`config.mk`:
```
export PLATFORM = sky130hd
export DESIGN_NAME = arp_cordic_cell
export DESIGN_NICKNAME = d
export VERILOG_FILES = /design/src/hw/rtl/arp_pkg.sv /design/src/hw/rtl/arp_cordic_cell.sv
export SDC_FILE = /design/constraint.sdc
export NUM_CORES = 1
export LEC_CHECK = 0
export ABC_AREA = 0
export BUFFER_PORTS_ARGS = -buffer_cell sky130_fd_sc_hd__buf_2
export CAP_MARGIN = 20
export CORE_AREA = 5 5 237 239
export DETAILED_ROUTE_END_ITERATION = 16
export DIE_AREA = 0 0 242 244
export GPL_ROUTABILITY_DRIVEN = 1
export GPL_TIMING_DRIVEN = 0
export PLACE_DENSITY = 0.7
export SLEW_MARGIN = 20
export SYNTH_ARGS = -nofsm -noshare
export SYNTH_HDL_FRONTEND = slang
export SYNTH_SLANG_ARGS = --single-unit
```
`constraint.sdc`:
```
create_clock -name clk -period 7.9 [get_ports clk]
set_input_delay 1.185 -clock clk [delete_from_list [all_inputs] [get_ports clk]]
set_output_delay 1.185 -clock clk [all_outputs]
set_load 0.02 [all_outputs]
```
`src/hw/rtl/arp_pkg.sv`:
```
// Package for the pivot rotation core: widths, CORDIC constants, axis codes
// and the record that walks down the CORDIC cell chain.
// No dependencies.
`timescale 1ns / 1ps

package arp_pkg;

  localparam int COORD_WIDTH   = 32;
  localparam int ANGLE_WIDTH   = 16;
  localparam int CORDIC_STAGES = 16;

  // Fraction bits added below the coordinate LSB inside the CORDIC
  localparam int GUARD_BITS    = 12;
  // Angle held in fractions of a turn, 2^TURN_BITS per full turn
  localparam int TURN_BITS     = 32;
  // Gain compensation constant, Q0.GAIN_FRAC
  localparam int GAIN_FRAC     = 32;
  localparam logic [GAIN_FRAC-1:0] GAIN_Q32 = 32'd2608131496;

  // Difference point - pivot is exact in one more bit
  localparam int DIFF_WIDTH    = COORD_WIDTH + 1;
  // Full gain product of a difference magnitude and the gain
  localparam int PROD_WIDTH    = DIFF_WIDTH + GAIN_FRAC;
  // Right shift that turns the product back into guard-bit scale
  localparam int SCALE_SHIFT   = GAIN_FRAC - GUARD_BITS;
  // Magnitude after gain scaling
  localparam int SCALE_WIDTH   = PROD_WIDTH - SCALE_SHIFT;
  // CORDIC datapath width: sign plus headroom for the CORDIC gain
  localparam int UV_WIDTH      = SCALE_WIDTH + 3;
  // Coordinate after dropping guard bits, and its sum with the pivot
  localparam int ROUND_WIDTH   = UV_WIDTH - GUARD_BITS;
  localparam int SUM_WIDTH     = ROUND_WIDTH + 1;

  localparam int STAGE_IDX_WIDTH = $clog2(CORDIC_STAGES);

  // Quarter turn, bound of the CORDIC convergence range
  localparam logic signed [TURN_BITS-1:0] QUARTER_TURN = TURN_BITS'(64'sd1 <<< (TURN_BITS - 2));

  // Rotation axis codes
  localparam logic [1:0] AXIS_X = 2'd0;
  localparam logic [1:0] AXIS_Y = 2'd1;
  localparam logic [1:0] AXIS_Z = 2'd2;

  // atan(2^-i) in fractions of a turn, scaled by 2^TURN_BITS
  localparam logic [TURN_BITS-1:0] ATAN_TURN [32] = '{
    32'd536870912, 32'd316933406, 32'd167458907, 32'd85004756,
    32'd42667331,  32'd21354465,  32'd10679838,  32'd5340245,
    32'd2670163,   32'd1335087,   32'd667544,    32'd333772,
    32'd166886,    32'd83443,     32'd41722,     32'd20861,
    32'd10430,     32'd5215,      32'd2608,      32'd1304,
    32'd652,       32'd326,       32'd163,       32'd81,
    32'd41,        32'd20,        32'd10,        32'd5,
    32'd3,         32'd1,         32'd1,         32'd0
  };

  // Data that rides alongside the rotation: what the output stage needs
  typedef struct packed {
    logic [1:0]                    action;
    logic signed [COORD_WIDTH-1:0] pt_x;
    logic signed [COORD_WIDTH-1:0] pt_y;
    logic signed [COORD_WIDTH-1:0] pt_z;
    logic signed [COORD_WIDTH-1:0] cu;
    logic signed [COORD_WIDTH-1:0] cv;
  } side_t;

  // One slot of the CORDIC chain
  typedef struct packed {
    logic                        valid;
    logic signed [UV_WIDTH-1:0]  u;
    logic signed [UV_WIDTH-1:0]  v;
    logic signed [TURN_BITS-1:0] z;
    side_t                       side;
  } cell_data_t;

endpackage

```
`src/hw/rtl/arp_cordic_cell.sv`:
```
// One CORDIC rotation cell: a shift-add micro-rotation and an angle update,
// registered. Depends on arp_pkg.
`timescale 1ns / 1ps

module arp_cordic_cell import arp_pkg::*; (
  input  logic                       clk,
  input  logic                       rst,
  input  logic [STAGE_IDX_WIDTH-1:0] shift,
  input  logic [TURN_BITS-1:0]       atan_step,
  input  cell_data_t                 in,
  output cell_data_t                 out
);

  logic signed [UV_WIDTH-1:0]  u, v, du, dv;
  logic signed [TURN_BITS-1:0] z, step;

  assign u    = in.u;
  assign v    = in.v;
  assign z    = in.z;
  assign step = $signed(atan_step);
  assign du   = v >>> shift;
  assign dv   = u >>> shift;

  // Rotate toward zero residual angle; only the valid flag clears on reset
  always_ff @(posedge clk) begin
    if (rst) begin
      out.valid <= 1'b0;
    end else begin
      out.valid <= in.valid;
    end
    out.side <= in.side;
    if (!z[TURN_BITS-1]) begin
      out.u <= u - du;
      out.v <= v + dv;
      out.z <= z - step;
    end else begin
      out.u <= u + du;
      out.v <= v - dv;
      out.z <= z + step;
    end
  end

endmodule

```
# Word level (Yosys, flattened, before mapping)
# Cells that the tools add are included.
[op_classes] addsub=6 n_shift=2 muxes=1
[op_table] cell="two-way mux 128 bit" n=1
[op_table] cell="adder 48 bit" n=2
[op_table] cell=">>> shifter 48 x 4 -> 48 bit" n=2
[op_table] cell="subtractor 48 bit" n=2
[op_table] cell="adder 32 bit" n=1
[op_table] cell="subtractor 32 bit" n=1
[word_totals] register_bits=291 inputBits=329 out_inout_bits=291

# Logic depth before layout (Yosys ltp)
[depth] ltp_word=3 depth_mapped=27 depth_no_buf=23

# Worst setup path before layout
# No wires, ideal clock.
[synth_path] kind="in2reg" from="in shift[2]" to="reg out[239] (netlist bit)" setup_ps=72 t_arrival_ps=6622 required_time_ps=7828 setup_slack_ps=1207 path_stages=24 path_cell_list="buf_2 buf_2 clkbuf_1 buf_1 buf_1 clkbuf_1 clkbuf_1 clkbuf_1 nand3_1 o21ai_0 ha_1 nor2_1 xor2_1 ha_1 o21a_1 o31a_1 o21ai_0 a2111oi_0 o211a_1 nand3b_1 a41oi_1 or3_1 o31ai_1 xor2_1"
[synth_between] elab_chain_len=3 word_cells_on_any_way=4 cone_classes="add/sub (2); shift (1); mux (1)"
[synth_rtl] element="start, declared" line_no="arp_cordic_cell.sv:8" source="input logic [STAGE_IDX_WIDTH-1:0] shift,"
[synth_rtl] element=">>> shifter 48 x 4 -> 48 bit (*)" line_no="arp_cordic_cell.sv:22" source="assign dv = u >>> shift;"
[synth_rtl] element="adder 48 bit or subtractor 48 bit (tied branches)" line_no="arp_cordic_cell.sv:34, arp_cordic_cell.sv:38"
[synth_rtl] element="two-way mux 128 bit (*)" line_no="arp_cordic_cell.sv:32" source="if (!z[TURN_BITS-1]) begin"
[synth_rtl] element="end, declared" line_no="arp_cordic_cell.sv:11" source="output cell_data_t out"
# Mark *: on every way between the ends. The rest lies on a longest branch, timed or not.
# A chain may end at the register's enable or synchronous reset.

# Worst setup path in the final report
[layout_path] from="in shift[0]" to="reg out[287] (netlist bit)"
[layout_between] elab_chain_len=3 word_cells_on_any_way=4 cone_classes="add/sub (2); shift (1); mux (1)"
[layout_rtl] element=">>> shifter 48 x 4 -> 48 bit (*)" line_no="arp_cordic_cell.sv:21" source="assign du = v >>> shift;"
[layout_rtl] element="subtractor 48 bit or adder 48 bit (tied branches)" line_no="arp_cordic_cell.sv:33, arp_cordic_cell.sv:37"
[layout_rtl] element="two-way mux 128 bit (*)" line_no="arp_cordic_cell.sv:32"
# Marked as above.

==> impl_metrics.csv <==
group,metric,value,unit
global_route,grt_max_degree,20,
routing,wl_per_cell,28.6,microns
floorplanning,ios,620,
clock_tree,postCtsHoldBufs,0,
worst_setup_path,cp_max_fo,19,
routing,via_per_inst,5.95,
sta,tightest_slew,1.09,ns
clock_tree,cts_tree,"done",
floorplanning,rows,85,
routing,postRouteAntennaNets,0,
synthesis,synth.avg_cell_area,8.94,sq um
worst_setup_path,cpLargestDelayFamily,"buffers and inverters",
sta,timing.final.crit_share,0.979,
synthesis,synth_edf_count,0,
synthesis,synth_cell_types,89,
hold_path,holdPathEnd,"out[101]",
floorplanning,fp.dieW,242,microns
floorplanning,die_h,244,microns
floorplanning,die_area,59000,sq um
final_layout,drive_gt1_frac,0.292,
final_layout,largest_reg_flops,291,
outcome,status,"finished, final reports clean",
global_route,grt.overflow.total,0,
worst_setup_path,cp_data_required_time,8.34,ns
place,gp_congestion,1.09,
global_route,grt_first_pass_wirelength,150000,microns
final_layout,instances_no_fill,3735,
sta,layout_min_cycle_time,7.73,ns
clock_tree,numClockSinks,291,
worst_setup_path,startpoint_type,"primary input",
routing,drtPass1Iterations,6,
power,p_leak,12.1,nW
clock_tree,cts_root_buffer,"clkbuf_16",
worst_setup_path,end_kind,"flip-flop",
power,peakVddDrop,0.000165,V
run,maxCapViolations,0,
clock_tree,max-clock-path-buffers,3,
worst_setup_path,path_cells,"buf_2, inv_1, buf_2, buf_1, mux4_2, inv_1, ha_1, or4b_1, nor2b_2, and2_1, a21oi_1, xnor2_1, ha_1, and4_1, and4_1, o211ai_1, nand4_1, nand2_1, o21ai_0, a31oi_1, o21ai_0, a21oi_1, xnor2_1",
final_layout,largest-register,"out",
sta,rsz0062_at_grt,"false",
final_layout,fin_area,26100,sq um
hold_path,holdPathStages,1,
synthesis,synth_nets,2812,
hold_path,worst_hold_path_type,"primary input to flip-flop",
sta,slew_viol_final,0,
sta,setup_viol,0,
synthesis,yosysSeqAreaShare,0.279,
global_route,grt_pass1_vias,21469,
final_layout,reg_top3,"out: 291 flops",
routing,drt_iter0_markers,2381,
clock_tree,cts.clk_slew.worst_paths,0.07,ns
synthesis,syn_inst,2336,
sta,relSlewSlack,0.272,
final_layout,layout.nets,3461,
global_route,antenna_found_initial,55,
place,postPlaceCellArea,24800,sq um
clock_tree,cts_inserted_buffers,36,
worst_setup_path,crit_arrival,8.17,ns
worst_setup_path,slowest_delay,0.63,ns
power,power.density,249,nW/um^2
clock_tree,htree_num_levels,2,
worst_setup_path,path_buf_inv,5,
place,dp_hpwl,88700,microns
place,portBuffers,618,
routing,routed_wl,107000,microns
sta,hold_violations,0,
floorplanning,core,53600,sq um
final_layout,area_delta_synth_final,25.1,%
synthesis,netlist_area,20900,sq um
floorplanning,start_util,0.389,
routing,vias,22238,
worst_setup_path,critPathKind,"primary input to flip-flop",
hold_path,worstHoldStart,"in[101]",
sta,fmax,0.129,GHz
global_route,gr-usage-all-layers,0.342,
routing,route.detailed.drc,0,
place,placedCellCount,3650,
synthesis,async_flop_share,0,
synthesis,synth-seq-cells,291,
synthesis,synth_ff_type,"dfxtp_1",
synthesis,yosys_warnings,0,
worst_setup_path,worst_path_max_delay_cell,"buf_2",
==> how the worst max path moves through the flow <==
stage                     cells after the start  slack [ns]     start       end
after global placement                       23       -2.00  shift[2]  out[239]
after detailed placement                     23       -2.08  shift[2]  out[239]
final                                        23        0.17  shift[0]  out[287]
after global routing                         23       0.005  shift[0]  out[287]
after CTS                                    22       0.003  shift[0]  out[287]
after floorplan                              24        1.21  shift[2]  out[239]
==> layout by cell type (no fill, tap or decap), drive strengths merged, types with 57 or more instances in the layout <==
cell type	instances
buf	667
dfxtp	291
a21oi	218
nand2	180
nor2	162
ha	144
xnor2	129
o21ai	119
xor2	101
clkbuf	95
a21o	89
mux2i	84
mux4	74
inv	57
==> stage by stage <==
stage / utilization / setup TNS [ns] / hold WS [ns] / setup WS (ns) / power (mW)
floorplan: - / 0 / 1.21 / 1.21 / 3.77
global placement: 0.463 / -64.28 / 1.29 / -2.00 / 4.80
detailed placement: 0.463 / -65.69 / 1.29 / -2.08 / 4.80
CTS: 0.486 / 0 / 0.698 / 0.00255 / 6.52
global route: 0.486 / 0 / 0.709 / 0.00526 / 6.82
finish: 0.487 / 0 / 0.726 / 0.167 / 6.49
==> cell usage after synthesis, types with 6 or more instances <==
master | n | area share
dfxtp_1 | 291 | 0.28
a21oi_1 | 218 | 0.052
nand2_1 | 180 | 0.032
nor2_1 | 162 | 0.029
ha_1 | 144 | 0.086
xnor2_1 | 129 | 0.054
o21ai_0 | 118 | 0.028
xor2_1 | 101 | 0.042
a21o_1 | 89 | 0.032
mux2i_1 | 84 | 0.040
mux4_2 | 73 | 0.079
mux2_2 | 54 | 0.029
inv_1 | 50 | 0.0090
clkbuf_1 | 49 | 0.0088
nand3_1 | 40 | 0.0096
nor3_1 | 38 | 0.0091
nor2b_1 | 37 | 0.011
a31oi_1 | 30 | 0.0090
and2_1 | 28 | 0.0084
and3_1 | 28 | 0.0084
nand4_1 | 26 | 0.0078
o21a_1 | 26 | 0.0093
nand2b_1 | 25 | 0.0075
buf_2 | 21 | 0.0050
buf_1 | 20 | 0.0036
a211oi_1 | 19 | 0.0068
o21bai_1 | 19 | 0.0068
o22ai_1 | 19 | 0.0057
nor4_1 | 13 | 0.0039
or2_2 | 13 | 0.0039
o211ai_1 | 12 | 0.0043
a22oi_1 | 9 | 0.0032
buf_4 | 9 | 0.0032
a221oi_1 | 7 | 0.0029
a41oi_1 | 7 | 0.0029
a21boi_0 | 6 | 0.0022
and4_1 | 6 | 0.0025
o221ai_1 | 6 | 0.0025
o31ai_1 | 6 | 0.0022
o32ai_1 | 6 | 0.0025
or3_1 | 6 | 0.0018
==> kinds of logic after synthesis <==
kind of cell / synth area share
buf+inv: 0.0324
xor+xnor: 0.0965
fa+ha+maj: 0.0892
simple gates: 0.147
mux: 0.150
compound gates: 0.206
flops: 0.279
==> power breakdown <==
part / internal [mW] / total, mW / switching, mW
registers: 1.81 / 1.91 / 0.0975
clock network: 1.01 / 1.68 / 0.677
logic: 1.06 / 2.90 / 1.84
==> layer usage <==
layer | GRT usage | part of all wire | vias up
met5 | 0 | 0.0025 | -
met4 | 0.200 | 0.073 | 42
met3 | 0.117 | 0.11 | 367
met2 | 0.540 | 0.44 | 1355
met1 | 0.406 | 0.38 | 10525
li1 | - | - | 9949
==> repair_timing <==
item	in CTS	in global routing
gates resized for setup	9	7
pin swaps	0	0
buffers inserted	0	0
endpoints found under the setup margin	53	19
==> cell type report <==
class                      instances  area, sq um
antenna                           28         70.1
buffer                            96          467
clock buffer                      48         1010
clock inverter                    16          199
fill                            5341        27500
inverter                          53          199
multi-input combinational       1889        14400
sequential                       291         5830
tap                              696          871
timing repair buffer             618         3090
No activity file was read; power rests on OpenSTA's default activity.
