File: config.mk
export PLATFORM = sky130hd
export DESIGN_NAME = arp_prep
export DESIGN_NICKNAME = d
export VERILOG_FILES = /design/src/hw/rtl/arp_pkg.sv /design/src/hw/rtl/arp_prep.sv
export SDC_FILE = /design/constraint.sdc
export NUM_CORES = 2
export LEC_CHECK = 0
export ABC_AREA = 1
export BUFFER_PORTS_ARGS = -buffer_cell sky130_fd_sc_hd__buf_2
export CAP_MARGIN = 20
export CORE_AREA = 3 3 445 447
export CTS_CLUSTER_SIZE = 10
export DETAILED_ROUTE_END_ITERATION = 6
export DIE_AREA = 0 0 448 450
export PLACE_DENSITY = 0.64
export SYNTH_ARGS = -nofsm -noshare
export SYNTH_HDL_FRONTEND = slang
export SYNTH_SLANG_ARGS = --single-unit
File: constraint.sdc
create_clock -name clk -period 7.2 [get_ports clk]
set_input_delay 0.36 -clock clk [delete_from_list [all_inputs] [get_ports clk]]
set_output_delay 0.36 -clock clk [all_outputs]
set_load 0.02 [all_outputs]
File: src/hw/rtl/arp_pkg.sv
// Package for the pivot rotation core: widths, CORDIC constants, axis codes
// and the record that walks down the CORDIC cell chain.
// No dependencies.
`timescale 1ns / 1ps

package arp_pkg;

  localparam int COORD_WIDTH   = 32;
  localparam int ANGLE_WIDTH   = 16;
  localparam int CORDIC_STAGES = 16;

  // Fraction bits added below the coordinate LSB inside the CORDIC
  localparam int GUARD_BITS    = 12;
  // Angle held in fractions of a turn, 2^TURN_BITS per full turn
  localparam int TURN_BITS     = 32;
  // Gain compensation constant, Q0.GAIN_FRAC
  localparam int GAIN_FRAC     = 32;
  localparam logic [GAIN_FRAC-1:0] GAIN_Q32 = 32'd2608131496;

  // Difference point - pivot is exact in one more bit
  localparam int DIFF_WIDTH    = COORD_WIDTH + 1;
  // Full gain product of a difference magnitude and the gain
  localparam int PROD_WIDTH    = DIFF_WIDTH + GAIN_FRAC;
  // Right shift that turns the product back into guard-bit scale
  localparam int SCALE_SHIFT   = GAIN_FRAC - GUARD_BITS;
  // Magnitude after gain scaling
  localparam int SCALE_WIDTH   = PROD_WIDTH - SCALE_SHIFT;
  // CORDIC datapath width: sign plus headroom for the CORDIC gain
  localparam int UV_WIDTH      = SCALE_WIDTH + 3;
  // Coordinate after dropping guard bits, and its sum with the pivot
  localparam int ROUND_WIDTH   = UV_WIDTH - GUARD_BITS;
  localparam int SUM_WIDTH     = ROUND_WIDTH + 1;

  localparam int STAGE_IDX_WIDTH = $clog2(CORDIC_STAGES);

  // Quarter turn, bound of the CORDIC convergence range
  localparam logic signed [TURN_BITS-1:0] QUARTER_TURN = TURN_BITS'(64'sd1 <<< (TURN_BITS - 2));

  // Rotation axis codes
  localparam logic [1:0] AXIS_X = 2'd0;
  localparam logic [1:0] AXIS_Y = 2'd1;
  localparam logic [1:0] AXIS_Z = 2'd2;

  // atan(2^-i) in fractions of a turn, scaled by 2^TURN_BITS
  localparam logic [TURN_BITS-1:0] ATAN_TURN [32] = '{
    32'd536870912, 32'd316933406, 32'd167458907, 32'd85004756,
    32'd42667331,  32'd21354465,  32'd10679838,  32'd5340245,
    32'd2670163,   32'd1335087,   32'd667544,    32'd333772,
    32'd166886,    32'd83443,     32'd41722,     32'd20861,
    32'd10430,     32'd5215,      32'd2608,      32'd1304,
    32'd652,       32'd326,       32'd163,       32'd81,
    32'd41,        32'd20,        32'd10,        32'd5,
    32'd3,         32'd1,         32'd1,         32'd0
  };

  // Data that rides alongside the rotation: what the output stage needs
  typedef struct packed {
    logic [1:0]                    action;
    logic signed [COORD_WIDTH-1:0] pt_x;
    logic signed [COORD_WIDTH-1:0] pt_y;
    logic signed [COORD_WIDTH-1:0] pt_z;
    logic signed [COORD_WIDTH-1:0] cu;
    logic signed [COORD_WIDTH-1:0] cv;
  } side_t;

  // One slot of the CORDIC chain
  typedef struct packed {
    logic                        valid;
    logic signed [UV_WIDTH-1:0]  u;
    logic signed [UV_WIDTH-1:0]  v;
    logic signed [TURN_BITS-1:0] z;
    side_t                       side;
  } cell_data_t;

endpackage

File: src/hw/rtl/arp_prep.sv
// Front end of the pivot rotation core: pair select, pivot subtract,
// quadrant fold and gain compensation, five register stages.
// Depends on arp_pkg.
`timescale 1ns / 1ps

module arp_prep import arp_pkg::*; (
  input  logic                          clk,
  input  logic                          rst,
  input  logic                          in_valid,
  input  logic [1:0]                    action,
  input  logic signed [COORD_WIDTH-1:0] pivot_x,
  input  logic signed [COORD_WIDTH-1:0] pivot_y,
  input  logic signed [COORD_WIDTH-1:0] pivot_z,
  input  logic signed [COORD_WIDTH-1:0] point_x,
  input  logic signed [COORD_WIDTH-1:0] point_y,
  input  logic signed [COORD_WIDTH-1:0] point_z,
  input  logic [ANGLE_WIDTH-1:0]        angle,
  output cell_data_t                    out
);

  logic signed [COORD_WIDTH-1:0] pu, pv, cu, cv;
  logic [TURN_BITS-1:0]          z_raw;
  logic                          flip;

  // Stage 1 registers
  logic                          s1_valid;
  side_t                         s1_side;
  logic signed [DIFF_WIDTH-1:0]  s1_du, s1_dv;
  logic                          s1_flip;
  logic [TURN_BITS-1:0]          s1_z;

  // Stage 2 registers
  logic                          s2_valid;
  side_t                         s2_side;
  logic [DIFF_WIDTH-1:0]         s2_mag_u, s2_mag_v;
  logic                          s2_neg_u, s2_neg_v;
  logic [TURN_BITS-1:0]          s2_z;

  // Stage 3 registers
  logic                          s3_valid;
  side_t                         s3_side;
  logic [PROD_WIDTH-2:0]         s3_prod_u, s3_prod_v;
  logic                          s3_top_u, s3_top_v;
  logic                          s3_neg_u, s3_neg_v;
  logic [TURN_BITS-1:0]          s3_z;

  // Stage 4 registers
  logic                          s4_valid;
  side_t                         s4_side;
  logic [SCALE_WIDTH-1:0]        s4_r_u, s4_r_v;
  logic                          s4_neg_u, s4_neg_v;
  logic [TURN_BITS-1:0]          s4_z;

  logic [PROD_WIDTH-1:0]         sum_u, sum_v;
  logic [UV_WIDTH-1:0]           ext_u, ext_v;

  // Pick the pair that turns about the chosen axis
  always_comb begin
    unique case (action)
      AXIS_X: begin
        pu = point_y; pv = point_z; cu = pivot_y; cv = pivot_z;
      end
      AXIS_Y: begin
        pu = point_z; pv = point_x; cu = pivot_z; cv = pivot_x;
      end
      default: begin
        pu = point_x; pv = point_y; cu = pivot_x; cv = pivot_y;
      end
    endcase
  end

  // Negated angle in turn units, folded into the convergence range
  assign z_raw = TURN_BITS'(0) - {angle, {(TURN_BITS - ANGLE_WIDTH){1'b0}}};
  assign flip  = ($signed(z_raw) > QUARTER_TURN) || ($signed(z_raw) < -QUARTER_TURN);

  // Gain product plus top magnitude bit, rounded back to guard scale
  assign sum_u = {1'b0, s3_prod_u}
               + (s3_top_u ? {1'b0, GAIN_Q32, {(PROD_WIDTH - GAIN_FRAC - 1){1'b0}}}
                           : PROD_WIDTH'(0))
               + PROD_WIDTH'(64'd1 << (SCALE_SHIFT - 1));
  assign sum_v = {1'b0, s3_prod_v}
               + (s3_top_v ? {1'b0, GAIN_Q32, {(PROD_WIDTH - GAIN_FRAC - 1){1'b0}}}
                           : PROD_WIDTH'(0))
               + PROD_WIDTH'(64'd1 << (SCALE_SHIFT - 1));

  assign ext_u = {{(UV_WIDTH - SCALE_WIDTH){1'b0}}, s4_r_u};
  assign ext_v = {{(UV_WIDTH - SCALE_WIDTH){1'b0}}, s4_r_v};

  // Advance valid flags
  always_ff @(posedge clk) begin
    if (rst) begin
      s1_valid  <= 1'b0;
      s2_valid  <= 1'b0;
      s3_valid  <= 1'b0;
      s4_valid  <= 1'b0;
    end else begin
      s1_valid  <= in_valid;
      s2_valid  <= s1_valid;
      s3_valid  <= s2_valid;
      s4_valid  <= s3_valid;
    end
  end

  // Advance payload
  always_ff @(posedge clk) begin
    // Stage 1: subtract pivot, fold angle
    s1_side.action <= action;
    s1_side.pt_x   <= point_x;
    s1_side.pt_y   <= point_y;
    s1_side.pt_z   <= point_z;
    s1_side.cu     <= cu;
    s1_side.cv     <= cv;
    s1_du   <= $signed({pu[COORD_WIDTH-1], pu}) - $signed({cu[COORD_WIDTH-1], cu});
    s1_dv   <= $signed({pv[COORD_WIDTH-1], pv}) - $signed({cv[COORD_WIDTH-1], cv});
    s1_flip <= flip;
    s1_z    <= {z_raw[TURN_BITS-1] ^ flip, z_raw[TURN_BITS-2:0]};

    // Stage 2: magnitude, sign merged with the quadrant fold
    s2_side  <= s1_side;
    s2_mag_u <= s1_du[DIFF_WIDTH-1] ? DIFF_WIDTH'(-s1_du) : DIFF_WIDTH'(s1_du);
    s2_mag_v <= s1_dv[DIFF_WIDTH-1] ? DIFF_WIDTH'(-s1_dv) : DIFF_WIDTH'(s1_dv);
    s2_neg_u <= s1_du[DIFF_WIDTH-1] ^ s1_flip;
    s2_neg_v <= s1_dv[DIFF_WIDTH-1] ^ s1_flip;
    s2_z     <= s1_z;

    // Stage 3: multiply the low word by the gain
    s3_side   <= s2_side;
    s3_prod_u <= (PROD_WIDTH-1)'(s2_mag_u[DIFF_WIDTH-2:0] * GAIN_Q32);
    s3_prod_v <= (PROD_WIDTH-1)'(s2_mag_v[DIFF_WIDTH-2:0] * GAIN_Q32);
    s3_top_u  <= s2_mag_u[DIFF_WIDTH-1];
    s3_top_v  <= s2_mag_v[DIFF_WIDTH-1];
    s3_neg_u  <= s2_neg_u;
    s3_neg_v  <= s2_neg_v;
    s3_z      <= s2_z;

    // Stage 4: add top partial product and round half up on the magnitude
    s4_side  <= s3_side;
    s4_r_u   <= sum_u[PROD_WIDTH-1:SCALE_SHIFT];
    s4_r_v   <= sum_v[PROD_WIDTH-1:SCALE_SHIFT];
    s4_neg_u <= s3_neg_u;
    s4_neg_v <= s3_neg_v;
    s4_z     <= s3_z;

    // Stage 5: restore sign; only the valid flag clears on reset
    if (rst) begin
      out.valid <= 1'b0;
    end else begin
      out.valid <= s4_valid;
    end
    out.side <= s4_side;
    out.u    <= s4_neg_u ? $signed(UV_WIDTH'(0) - ext_u) : $signed(ext_u);
    out.v    <= s4_neg_v ? $signed(UV_WIDTH'(0) - ext_v) : $signed(ext_v);
    out.z    <= $signed(s4_z);
  end

endmodule

## Word-level counts from Yosys, hierarchy flattened

Index checks and enable logic that the tools add are counted.

| storage, ports and cells | value |
|---|---|
| ROM bits | 0 |
| latch bits | 0 |
| flip-flop bits (word level) | 1420 |
| output and inout port bits | 291 |
| bits of input ports | 213 |
| bits in writable memories | 0 |
| word-level logic and storage cells | 94 |
| memories | 0 |

| operators by class | value |
|---|---|
| eq/ne operators | 1 |
| bitwise operators | 3 |
| shift-type cells | 0 |
| add/sub/neg operators | 11 |
| multiply operators | 2 |
| order comparisons | 2 |
| div/mod/pow operators | 0 |
| muxes and demuxes | 10 |
| reduce and logical (&&, ||, !) cells | 2 |

Operators with widths:

| kind | count |
|---|---|
| one-hot mux 32 bit (2 select lines) | 4 |
| adder 64 x 64 -> 65 bit | 2 |
| adder 65 x 20 -> 65 bit (second input constant) | 2 |
| 2-to-1 mux 64 bit | 2 |
| multiplier 32 x 29 -> 61 bit (second input constant) | 2 |
| subtractor 1 x 45 -> 46 bit (first input constant) | 2 |
| 2-to-1 mux 45 bit | 2 |
| negation 33 bit | 2 |
| subtractor 32 x 32 -> 33 bit | 2 |
| 2-to-1 mux 32 bit | 2 |
| greater-than comparator 32 bit (second input constant) | 1 |
| < comparator 32 x 31 -> 1 bit (second input constant) | 1 |
| subtractor 1 x 32 -> 32 bit (first input constant) | 1 |
| bitwise XOR 1 bit | 3 |
| equality test 2 x 1 -> 1 bit (second input constant) | 1 |
| logical NOT 2 bit | 1 |
| logical OR 1 bit | 1 |

## Longest topological paths before layout

| logic depth | value |
|---|---|
| depth in word-level cells | 4 |
| depth in mapped cells | 28 |
| gate-level depth less buffers | 28 |

## Worst setup path before layout

No wires, ideal clock.

| path | value |
|---|---|
| path kind | register -> register |
| start | register s2_mag_v[12] |
| end | register s3_prod_v[56] |
| setup slack | 1067 ps |
| required time | 7088 ps |
| library setup time | 112 ps |
| clock period less this slack | 6133 ps |
| buffers on the path | 0 |
| arrival | 6021 ps |
| stages on the path, launching flop included | 26 |
| cells stage by stage | dfxtp_1 -> inv_1 -> fa_1 -> fa_1 -> inv_1 -> fa_1 -> inv_1 -> fa_1 -> inv_1 -> fa_1 -> fa_1 -> fa_1 -> inv_1 -> fa_1 -> inv_1 -> ha_1 -> nand2_1 -> inv_1 -> a21oi_1 -> nor2_1 -> nor2_1 -> nand2_1 -> a21oi_1 -> nand2_1 -> nand2_1 -> nand2_1 |

| on the way | value |
|---|---|
| word-level cells in the longest chain between the ends | 1 |

Ends and longest elaborated chain:

| item | line | RTL |
|---|---|---|
| from (decl) | arp_prep.sv:35 | `logic [DIFF_WIDTH-1:0] s2_mag_u, s2_mag_v;` |
| from (signal assigned) | arp_prep.sv:121 | `s2_mag_v <= s1_dv[DIFF_WIDTH-1] ? DIFF_WIDTH'(-s1_dv) : DIFF_WIDTH'(s1_dv);` |
| multiplier 32 x 29 -> 61 bit | arp_prep.sv:129 | `s3_prod_v <= (PROD_WIDTH-1)'(s2_mag_v[DIFF_WIDTH-2:0] * GAIN_Q32);` |
| to (signal assigned) | arp_prep.sv:129 |  |
| to (decl) | arp_prep.sv:42 | `logic [PROD_WIDTH-2:0] s3_prod_u, s3_prod_v;` |

No other way between the ends.
A chain may end at the register's enable or synchronous reset.

## Final worst setup path

| path | value |
|---|---|
| start | register s2_mag_v[7] |
| end | register s3_prod_v[29] |

The elaborated chain is that of the path after synthesis.

==> flow_summary.json <==
{
  "outcome": "finished, final reports clean",
  "cp.arrival_ns": 7.63,
  "grt.overflow.total": 0,
  "fin_nets": 12418,
  "grt_pass1_wl_mm": 404,
  "avgViaCountPerCell": 4.86,
  "muxShareOfSynthArea_pct": 0,
  "cap_viol_max_count": 0,
  "finalMaxSlewViolations": 0,
  "nFillCells": 18363,
  "period_share_pct": 96.8,
  "antenna_found_initial": 9,
  "synthArstFlopShare_pct": 0,
  "layout_min_cycle_time_ns": 6.97,
  "drt_iter0_markers": 3662,
  "grt_max_degree": 46,
  "grt_pass1_vias": 67406,
  "critPathLaunch": "s2_mag_v[7]",
  "yosys_warnings": 0,
  "start_util_pct": 42.8,
  "synth_top_area_cell": "dfxtp_1",
  "gp_routability_congestion": 0.973,
  "place_ws_ns": 0.141,
  "hold_path_depth": 3,
  "port-buffer-count": 487,
  "synth_top_family_by_area": "adder cells",
  "crit_required_ns": 7.86,
  "whs_ns": 0.0323,
  "drc": 0,
  "die_x_um": 448,
  "max_freq_mhz": 143,
  "worst_slack_ns": 0.231,
  "netlist_area_um2": 83300,
  "hold_end": "s1_side[43]",
  "criticalPathCategory": "flop to flop",
  "area_delta_synth_final_pct": 15.8,
  "setup_viol": 0,
  "synth_cell_type_count": 53,
  "drive_gt1_share_pct": 9.27,
  "synth_simple_gate_area_share_pct": 15.6,
  "insertion_delay_ns": 0.84,
  "setup_tns_ns": 0,
  "num_vias": 63485,
  "cp-start-kind": "flop",
  "numCtsBuffers": 158,
  "crit_path_end_kind": "flop",
  "finalHoldViolCount": 0,
  "ff2ff_setup_slack_ns": 0.23,
  "synth_area_leaders": "dfxtp_1 31%, fa_1 22%, ha_1 12%",
  "synthXorXnorAreaFrac_pct": 2.82,
  "cts_tree": "built",
  "clkTransAtPathRegs_ns": 0.05,
  "postRouteWirelength_mm": 266,
  "cts_sinks": 1308,
  "synth-edff-count": 0,
  "grt_usage_pct": 26.6,
  "hp-start": "pivot_z[11]",
  "r2r-start": "s2_mag_v[7]",
  "synth-compound-area-share_pct": 4.46,
  "clockRootBuffer": "clkbuf_16",
  "r2r_cells": 20,
  "yosysMostFrequentCell": "inv_1",
  "dp.cells": 12640,
  "yosysSeqAreaShare_pct": 31.4,
  "max_slew_margin_pct": 31.2,
  "ys_seq_elements": 1308,
  "detail-route-antenna-nets": 0,
  "core_um2": 195000,
  "die_area_um2": 202000,
  "synth-adder-area-share_pct": 34.3,
  "syn_inst": 9559,
  "clockBufferDepth": 3,
  "cts_htree_levels": 4,
  "rsz0062_at_grt": "no",
  "dp_hpwl_mm": 229,
  "die_h_um": 450,
  "stdcell_count": 13071,
  "firstDrtPassIters": 6,
  "ios": 504,
  "post_drt_wl_per_cell_um": 20.4,
  "ys_top_cells_by_count": "2375 x inv_1, 1885 x nand2_1, 1308 x dfxtp_1",
  "min_path_type": "primary input to flop",
  "synthFlopType": "dfxtp_1",
  "tightest_slew_ns": 1.03,
  "timing.rr.end": "s3_prod_v[29]",
  "synth_top_area_share_pct": 31.4,
  "clock_skew_ns": 0.0579,
  "cp_max_fo": 4,
  "fp-row-count": 162,
  "syn_avg_cell_area_um2": 8.71
}
## flip-flops by register name, summed over array words and instances (netlist names), 16 cells and up
| name | flops |
|---|---|
| s1_side | 162 |
| s4_side | 162 |
| s1_du | 33 |
| s3_prod_u | 45 |
| s1_dv | 33 |
| s2_mag_v | 33 |
| s2_z | 16 |
| s4_r_v | 45 |
| s4_r_u | 45 |
| s2_mag_u | 33 |
| s3_prod_v | 45 |
| s3_side | 162 |
| s3_z | 16 |
| s1_z | 16 |
| s2_side | 162 |
| out | 271 |
| s4_z | 16 |
## kinds of logic (layout without fill, tap and decap cells)
| group | Yosys count | after routing |
|---|---|---|
| flops | 1308 | 1308 |
| simple gates | 3086 | 3086 |
| compound gates | 662 | 662 |
| buf+inv | 2503 | 3447 |
| other cells | 1 | 27 |
| xor+xnor | 268 | 268 |
| fa+ha+maj | 1731 | 1731 |
## how the worst max path moves through the flow
| stage | end | cells past startpoint |
|---|---|---|
| after floorplan | s3_prod_v[56] | 25 |
| after global placement | s3_prod_v[62] | 23 |
| after detailed placement | s3_prod_v[62] | 23 |
| after CTS | s3_prod_v[62] | 23 |
| after global routing | s3_prod_v[29] | 20 |
| final | s3_prod_v[29] | 20 |
## cell type report
| cell class | instances | area [um2] | share of cell area (%) |
|---|---|---|---|
| Antenna cell | 11 | 27.5 | 0.0285 |
| Clock inverter | 29 | 666 | 0.690 |
| Timing Repair Buffer | 819 | 5470 | 5.67 |
| Sequential cell | 1308 | 26200 | 27.2 |
| Tap cell | 2542 | 3180 | 3.30 |
| Multi-Input combinational cell | 5763 | 47700 | 49.4 |
| Clock buffer | 175 | 4110 | 4.26 |
| Inverter | 2424 | 9110 | 9.44 |
## routing by layer
metal	routed length (um)	GRT usage, %	vias to the layer above
met1	112000	33.5	30697
met2	127000	45.4	1852
met4	11100	10.2	4
li1	-	-	30526
met5	26	0	-
met3	15900	4.53	406
## stage by stage
step / util [%] / area (um2)
CTS: 49.5 / 96300
global route: 49.5 / 96400
finish: 49.6 / 96400
global placement: 46.0 / 89400
detailed placement: 46.0 / 89400
floorplan: - / 83300
## critical path, cell delays in order, from the launching register on
cell	delay (ns)
dfxtp_1	0.31
inv_1	0.37
fa_1	0.54
fa_1	0.51
fa_1	0.52
fa_1	0.49
inv_1	0.05
fa_1	0.51
fa_1	0.52
fa_1	0.55
inv_1	0.05
fa_1	0.49
inv_1	0.04
ha_1	0.44
nand2_1	0.15
nor2_1	0.28
nand2_1	0.24
nor2_1	0.15
nand2_1	0.07
nand3_2	0.18
xor2_1	0.34
## cell usage in the layout (no fill, tap or decap), types with 23 or more instances in the layout
cell type	instances
buf_4	118
dfxtp_1	1306
ha_1	815
nor2_2	37
buf_2	487
xor2_1	224
clkbuf_16	158
dlygate4sd3_1	213
nand2_1	1885
nand3b_1	24
o22ai_1	65
nor2_1	558
o21bai_1	33
inv_2	45
fa_1	916
nor3_2	23
nor3_1	80
a21oi_1	315
inv_1	2373
xnor2_1	44
nand3_1	300
nand4_1	80
o21ai_0	143
## repair_timing
| item | CTS | global route |
|---|---|---|
| endpoints found under the setup margin | 0 | 8 |
| hold buffers | 213 | 0 |
| endpoints found under the hold margin | 171 | 0 |
| setup buffers | 0 | 3 |
| gates resized for setup | 0 | 7 |
Power is not shown: default switching activity piles up to over one toggle a cycle in this logic, so the estimate is an artifact.
